==> src/rtl/core/twrm_pkg.sv <==
package twrm_pkg;

  // default sizes
  localparam int LONG_WINDOW_DEF   = 60;
  localparam int HISTORY_SLOTS_DEF = 1440;

  // arithmetic constants
  localparam int         SEC_PER_MIN = 60;
  localparam logic [7:0] RATE_MAX    = 8'd255;

  // item codes
  localparam logic MODE_KEY  = 1'b0;
  localparam logic MODE_TICK = 1'b1;

  // register indexes
  localparam logic [1:0] CFG_SHORT_WINDOW     = 2'd0;
  localparam logic [1:0] CFG_CHARS_PER_WORD   = 2'd1;
  localparam logic [1:0] CFG_SECONDS_PER_SLOT = 2'd2;

  // register reset values
  localparam logic [5:0] SHORT_WINDOW_RST     = 6'd25;
  localparam logic [3:0] CHARS_PER_WORD_RST   = 4'd5;
  localparam logic [7:0] SECONDS_PER_SLOT_RST = 8'd60;

  typedef struct packed {
    logic mode;
    logic key_counts;
  } in_t;

  typedef struct packed {
    logic [7:0] rate_short;
    logic [7:0] rate_long;
    logic [7:0] rate_peak;
  } out_t;

  typedef struct packed {
    logic [5:0] short_window;
    logic [3:0] chars_per_word;
    logic [7:0] seconds_per_slot;
  } cfg_t;

  // queue head toward the back end
  typedef struct packed {
    logic valid;
    in_t  beat;
  } q_t;

  // back end control toward the front end
  typedef struct packed {
    logic pop;
    logic hold;
  } ctl_t;

endpackage

==> src/rtl/core/twrm_front.sv <==
module twrm_front (
  input  logic            clk,
  input  logic            rst_n,
  input  logic            in_valid,
  output logic            in_ready,
  input  twrm_pkg::in_t   in_data,
  input  twrm_pkg::ctl_t  ctl,
  output twrm_pkg::q_t    q
);
  import twrm_pkg::*;

  in_t        buf_r [2];
  logic       wp_r, wp_nxt;
  logic       rp_r, rp_nxt;
  logic [1:0] cnt_r, cnt_nxt;
  logic       push, pop;

  // accept unless full or the back end is clearing its store
  assign in_ready = (cnt_r != 2'd2) && !ctl.hold;
  assign push     = in_valid && in_ready;
  assign pop      = ctl.pop && (cnt_r != 2'd0);

  assign q.valid = (cnt_r != 2'd0);
  assign q.beat  = buf_r[rp_r];

  // pointer and count update
  always_comb begin
    wp_nxt  = push ? ~wp_r : wp_r;
    rp_nxt  = pop ? ~rp_r : rp_r;
    cnt_nxt = cnt_r + {1'b0, push} - {1'b0, pop};
  end

  always_ff @(posedge clk) begin
    if (!rst_n) begin
      wp_r  <= 1'b0;
      rp_r  <= 1'b0;
      cnt_r <= 2'd0;
    end else begin
      wp_r  <= wp_nxt;
      rp_r  <= rp_nxt;
      cnt_r <= cnt_nxt;
    end
  end

  // queue storage
  always_ff @(posedge clk) begin
    if (push) begin
      buf_r[wp_r] <= in_data;
    end
  end

endmodule

==> config.mk <==
export PLATFORM = sky130hd
export DESIGN_NAME = twrm_front
export DESIGN_NICKNAME = d
export VERILOG_FILES = /design/src/rtl/core/twrm_pkg.sv /design/src/rtl/core/twrm_front.sv
export SDC_FILE = /design/constraint.sdc
export NUM_CORES = 1
export LEC_CHECK = 0
export BUFFER_PORTS_ARGS = -buffer_cell sky130_fd_sc_hd__buf_2
export CORE_AREA = 2 2 39 41
export DETAILED_ROUTE_END_ITERATION = 10
export DIE_AREA = 0 0 41 43
export PLACE_DENSITY = 0.61
export SLEW_MARGIN = 30
export SYNTH_ARGS = -nofsm -noshare
export SYNTH_HDL_FRONTEND = slang
export SYNTH_SLANG_ARGS = --single-unit
==> constraint.sdc <==
create_clock -name clk -period 1.55 [get_ports clk]
set_clock_uncertainty 0.05 [all_clocks]
set_input_delay 0.465 -clock clk [delete_from_list [all_inputs] [get_ports clk]]
set_output_delay 0.465 -clock clk [all_outputs]
set_load 0.005 [all_outputs]
==> results.md <==
- Status: finished, violations left
- Failing checks: setup timing
- FF-to-FF path depth: 9
- Drt first pass iters: 2
- First-pass GRT wire length: 924 um
- CP bufs+invs: 1
- FFs w/ async S/R, synth: 0
- Design area: between 600 and 700 sq um
- Die area: 1760 sq um
- Mapped Area: 398 sq um
- Std-Cell Rows: 14
- Clock tree buffer depth: 2
- Most used cell, CP: ha_4
- EDFF count, synth: 4
- R2R setup slack: -0.06 ns
- Post-route insts no fill: 68
- Smallest hold slack: 0.356 ns
- HP Start: in_data[0]
- Final Setup Violations: 2
- Hold Crit Class: in2reg
- Final Hold Viols: 0
- # nets final: slightly above 60
- CP peak stage delay: 0.34 ns
- Ports: 11
- Vias in the first global route: 276
- Synth area leader: edfxtp_1
- Slew headroom: 0.868
- Root buf cell: clkbuf_4
- Met3 wire len: 28 um
- ANT cells: 0
- Power per cell area: 1560 nW/um^2
- 1st-iter DRT viols: 3
- Worst reg2reg path startpoint: cnt_r[1]
- Drt wl/cell: 9.15 um
- Dpl cell area: 503 sq um
- Register area share after synthesis: 0.553
- Hold-fix buffers, CTS: 0
- Die X: 41 um
- Placed instance count: 63
- Clock-pin slew on the worst setup and hold paths: 0.06 ns
- CTS sink cnt: 9
- Reg2Reg Capture Point: cnt_r[1]
- # DRC: 0
- Max_cap viols: 0
- Mapped Cells: 34
- Post-DP HPWL: 474 um
- Share of cells above drive strength 1: 0.654
- DIE HEIGHT: 43 um
- Fillers: around 120
- RSZ-0062 raised after global routing: yes
- Most common cell in the netlist: dfxtp_1
- Tot GR Track Use: 0.0819
- Crit-path slowest cell: dfxtp_2
- Largest net degree at the start of global routing: 6
- Core ar.: approximately 1400 sq um
- CP max FO: 5
- P&R area growth vs syn: 51.9%
- Initial core utilization: 0.288
- Slack of the critical path: -0.0602 ns
- Final Critical Period: 1.61 ns
- Setup crit start kind: flip-flop
- Largest cells by area after synthesis: edfxtp_1, dfxtp_1, ha_1
- Routability cong.: 0.670
- Via density: 4.18
- Initial antenna violation count: 0
- Port buffer count: 10
- Crit-path cells: nor2b_4 > nor2_4 > nand2_2 > ha_4 > inv_2 > ha_4 > xor2_2 > and2_4 > nor3_2
- Worst slack, placed: -0.222 ns
- Post-synth net total: 43
- Antenna viol nets, final: 0
- Max VDD drop: 0.590 mV
- Syn. warnings: 0
- Crit. End Element: flip-flop
- Max Slew Vio Count: 0
- Synth cell count leaders: dfxtp_1, edfxtp_1, nor2_1
- Most used DFF post-synth: dfxtp_1
- TritonCTS clock tree: built
- Distinct cell type count of the synthesized netlist: 19
- GRT overflow: 0
- Via count: 284
- Crit path DAT: about 1.7 ns
- Fin crit share: 1.04
- M1 WL: around 260 um
- Data required, critical path: 1.67 ns
- Synth Area per Inst: 11.7 sq um
- Final wirelength: approximately 620 um
- Max layer used: met3
- CP Class: reg2reg
- Num CTS Buffers: 3
- Fmax: 621 MHz
- Metal2 WL: 336 um
- Leakage: 0.000265 uW
- Worst slew pin tran: 0.196 ns
- Worst-Skew Late Latency: 0.25 ns
- Min-Delay Endpoint: buf_r[1][0]
- Hold Path Depth: 1
- # H-tree levels: 1
- Crit-path leading delay family: simple AND/OR/NAND/NOR gates
- Synth top area share: 0.302
- Synthesis-stage register bit count: 9
through the flow:
step / power, uW / setup TNS [ns] / utilization
after floorplan: 548 / -0.0424 / -
after global placement: 644 / -0.239 / 0.363
after detailed placement: 648 / -0.300 / 0.363
after CTS: 860 / -0.0955 / 0.399
after global routing: 1020 / -0.265 / 0.437
final: 941 / -0.0985 / 0.437
placed cells by master (no fill, tap or decap), types with 2 or more instances in the layout:
cell      n
buf_2     7
buf_4     4
buf_6     3
clkbuf_4  3
dfxtp_1   2
dfxtp_2   3
edfxtp_1  4
ha_4      2
inv_1     2
mux2_4    2
nor2_1    3
power breakdown:
group	internal (uW)	leakage (uW)	switching [uW]
clock	98.5	0.0000150	71.4
combinational	252	0.000171	152
sequential	313	0.0000789	55.0
total	663	0.000265	278
cell families (layout without fill, tap and decap cells):
logic type	after synthesis	after routing	share of synthesized area
mux	2	2	0.0566
xor+xnor	2	2	0.0440
flops	9	9	0.553
buf+inv	3	21	0.0283
compound gates	3	3	0.0535
simple gates	13	13	0.201
fa+ha+maj	2	2	0.0629
worst max-delay path by stage:
stage	start	end	slack (ns)	depth (start not counted)
final	cnt_r[1]	cnt_r[1]	-0.06	9
after global routing	cnt_r[1]	cnt_r[1]	-0.13	9
after CTS	cnt_r[1]	cnt_r[1]	-0.07	9
after detailed placement	ctl[0]	cnt_r[1]	-0.22	9
after global placement	ctl[0]	cnt_r[1]	-0.17	9
after floorplan	cnt_r[1]	cnt_r[1]	-0.04	9
routing by layer:
layer / vias to the layer above / global-route usage
met3: 0 / 0.0314
met5: - / 0
met2: 8 / 0.122
met1: 128 / 0.0789
met4: 0 / 0.0800
li1: 148 / -
repair_timing:
item,CTS,global route
endpoints found under the setup margin,4,4
gates resized for setup,4,9
setup buffers,1,0
pin swaps,5,5
layout make-up:
type	instances	area, sq um	share of cell area
Clock buffer	4	26.3	0.0435
Inverter	3	11.3	0.0186
Timing Repair Buffer	14	98.8	0.164
Sequential cell	9	224	0.371
Tap cell	16	20.0	0.0331
Multi-Input combinational cell	22	224	0.371
Note: power is estimated with default switching activity, not from simulation.
